<file path="config.mk">
export PLATFORM = sky130hd
export DESIGN_NAME = gfge_ram
export DESIGN_NICKNAME = d
export VERILOG_FILES = /design/src/hw/rtl/gfge_ram.sv
export SDC_FILE = /design/constraint.sdc
export NUM_CORES = 1
export LEC_CHECK = 0
export BUFFER_PORTS_ARGS = -buffer_cell sky130_fd_sc_hd__buf_4
export CAP_MARGIN = 10
export CORE_AREA = 5 5 247 249
export CTS_CLUSTER_DIAMETER = 80
export DETAILED_ROUTE_END_ITERATION = 12
export DIE_AREA = 0 0 252 254
export RECOVER_POWER = 100
export SLEW_MARGIN = 20
export SYNTH_ARGS = -nofsm -noshare
export SYNTH_HDL_FRONTEND = slang
export SYNTH_SLANG_ARGS = --single-unit
</file>
<file path="constraint.sdc">
create_clock -name i_clk -period 2.5 [get_ports i_clk]
set_clock_uncertainty 0.1 [all_clocks]
set_input_delay 0.125 -clock i_clk [delete_from_list [all_inputs] [get_ports i_clk]]
set_output_delay 0.125 -clock i_clk [all_outputs]
set_load 0.02 [all_outputs]
</file>
<file path="src/hw/rtl/gfge_ram.sv">
// Generic single-write, single-read RAM with registered read data.
// Used for the row store and the pivot store. No dependencies.
module gfge_ram #(
    parameter int WIDTH = 8,
    parameter int DEPTH = 64
) (
    input  logic                     i_clk,
    input  logic                     i_we,
    input  logic [$clog2(DEPTH)-1:0] i_waddr,
    input  logic [WIDTH-1:0]         i_wdata,
    input  logic [$clog2(DEPTH)-1:0] i_raddr,
    output logic [WIDTH-1:0]         o_rdata
);

    logic [WIDTH-1:0] r_mem [DEPTH];
    logic [WIDTH-1:0] r_rdata;

    // Write one entry, read one entry a cycle
    always_ff @(posedge i_clk) begin
        if (i_we) begin
            r_mem[i_waddr] <= i_wdata;
        end
        r_rdata <= r_mem[i_raddr];
    end

    assign o_rdata = r_rdata;

endmodule

</file>
==> metrics <==
status finished clean; share of cells above drive strength 1 0.250; yosys warns 0; dpl hpwl 28800 µm; CTS H-tree lvls 2; initial core utilization 0.345; Clock Path Buffers 3; Synth top area share 0.762; CP Class in2reg; Util after Layout 0.398; CTS buffer count 50; global route overflow 0; most used cell, CP clkbuf_1; CP Cell Sequence dlygate4sd3_1 -> clkbuf_1 -> nor2b_1 -> nand3_1 -> nor2_1 -> clkbuf_1; clock period minus worst slack 2.27 ns; Post-Route WL 46500 µm; IR Drop Worst-Case VDD 572 µV; via count 9747; cell count after synthesis 940; Rows 89; antenna violations before repair 2; Data required, critical path 2.65 ns; 1st-iter DRT viols 787; most common cell after layout, fill and taps aside edfxtp_1; Crit Path Max Fanout 10; Startpoint Class primary input; Logic pwr share 0.052; Core ar. 58500 µm²; pwr dens 772 nW/µm²; Seq cells post-synth 520; Die H 254 µm; Worst path max stage delay 0.52 ns; syn avg cell area 21.5 µm²; Post-CTS Resized 0; top post-synthesis cells by area edfxtp_1 76%, mux4_2 14%, nor2_1 1.5%, mux2i_1 1.1%, dfxtp_1 0.79%; worst-margin pin slew 1.47 ns; Die Wd 252 µm; worst endpoint data arrival time 2.42 ns; Mapped Nets 962; Design Area, Final 23300 µm²; die footprint 64000 µm²; I/O pin cnt 30; Slew Limit Fails 0; area leader, netlist edfxtp_1; Max Cap Viol 0; Sink Count 520; fin cells 1894; pin count of the biggest net entering global routing 65; Cell Area, Synth 20200 µm²; placed inst area 21900 µm²; nets 1100; sw frac 0.209; Setup TNS 0 ns; Tightest Hold Check Type in2reg; CTS tree done; Final Hold Vio Count 0; Clock power frac 0.408; most frequent cells in the layout 512 x edfxtp_1, 126 x mux4_2, 83 x nor2_1, 79 x clkbuf_1, 53 x clkbuf_16; Setup crit end kind flop; Final Setup Violations 0; Switch Pwr 0.00375 W; ys async rst share 0; worst-skew pair later-pin latency 0.57 ns; Critical-path top delay cell dlygate4sd3_1; Max transition margin 0.0189; Final Cycle Share 0.907; Placed Instances 1795; RSZ-0062 raised after global routing false; overall routing resource usage 0.144; Clock transition at path regs 0.06 ns; Max Freq 441 MHz; Avg WL per Cell 24.5 µm; Root Driver clkbuf_16; Routed Antenna Nets 0; internal power 0.0142 W; first-pass iteration count of the detailed router 5; sequential share of the synthesized area 0.770; vias in the first global route 10177; Cell variety after synth 40; Post-synth EDFFs 512; global placer's final weighted congestion 0.783; sequential power share 0.540; vias per cell 5.15; LEAKAGE 7.18 nW; global-route wire length before repair 68300 µm; area delta synth->final 15.3%; DRC 0; ys flop type edfxtp_1; number of port buffers 29
-- final timing paths --
check	endpoint	slack (ns)	cells past startpoint	from
setup reg to reg	o_rdata[4]	0.31	5	r_mem[29][4]
hold / removal	o_rdata[0]	0.09	4	i_raddr[4]
hold reg to reg	o_rdata[6]	0.75	3	r_mem[26][6]
setup / recovery	r_mem[59][5]	0.23	6	i_waddr[1]
-- layout make-up --
type	count	area [µm²]
antenna	2	5.00
clock buffer	68	1420
clock inverter	25	179
fill	5188	35200
multi-input combinational	369	4320
sequential	520	15500
tap	773	967
timing repair buffer	137	835
-- state kept, by name (all words and copies together) (netlist names) --
register  flops
r_mem       512
o_rdata       8
-- logic make-up (layout without fill, tap and decap cells) --
logic type,after synthesis,after routing,synth area share
buffers and inverters,51,230,0.0157
AND/OR/NAND/NOR,153,153,0.0339
multiplexers,162,162,0.159
other,0,2,0
AO/OA/AOI/OAI,54,54,0.0207
flip-flops,520,520,0.770
-- power by group through the flow --
stage | Sequential, W | Clock (W) | Combinational [W]
final | 0.00969 | 0.00733 | 0.000926
after detailed placement | 0.00987 | 0 | 0.000968
after floorplan | 0.00987 | 0 | 0.000514
after global routing | 0.00969 | 0.00786 | 0.000994
after CTS | 0.00968 | 0.00749 | 0.000973
after global placement | 0.00987 | 0 | 0.000956
-- worst max-delay path: cells and delay by family --
family	cells	cell delay, ns
buffers and inverters	3	1.18
AND/OR/NAND/NOR	3	1.11
-- Yosys cell counts (all sizes together) (4+ instances only) --
| cell | count |
|---|---|
| nand3 | 13 |
| o22ai | 8 |
| nor2 | 83 |
| nand2b | 7 |
| o21ai | 4 |
| buf | 34 |
| o221ai | 8 |
| mux2 | 13 |
| nor2b | 14 |
| a221oi | 6 |
| nor3 | 7 |
| a211oi | 4 |
| dfxtp | 8 |
| edfxtp | 512 |
| clkbuf | 17 |
| mux4 | 126 |
| mux2i | 23 |
| nand2 | 19 |
-- what timing repair did --
action,in CTS,in global routing
setup buffers,0,0
endpoints found under the hold margin,22,0
hold buffers,4,0
endpoints found under the setup margin,0,0
-- metrics by stage --
stage / total power, W / hold slack (ns) / worst slack (ns)
2_1_floorplan: 0.0104 / 0.124 / 0.607
3_3_place_gp: 0.0108 / 0.415 / 0.0566
3_5_place_dp: 0.0108 / 0.405 / 0.0510
4_1_cts: 0.0181 / 0.0233 / 0.301
5_1_grt: 0.0185 / 0.0982 / 0.155
6_report: 0.0179 / 0.0861 / 0.233
-- routing by layer --
metal  track usage  vias up  routed length (µm)
li1              -     4196                   -
met1         0.193     5132               19300
met2         0.237      338               22600
met3        0.0304       79                3130
met4        0.0456        2                1390
met5             0        -                  13
Note: power is estimated with default switching activity, not from simulation.
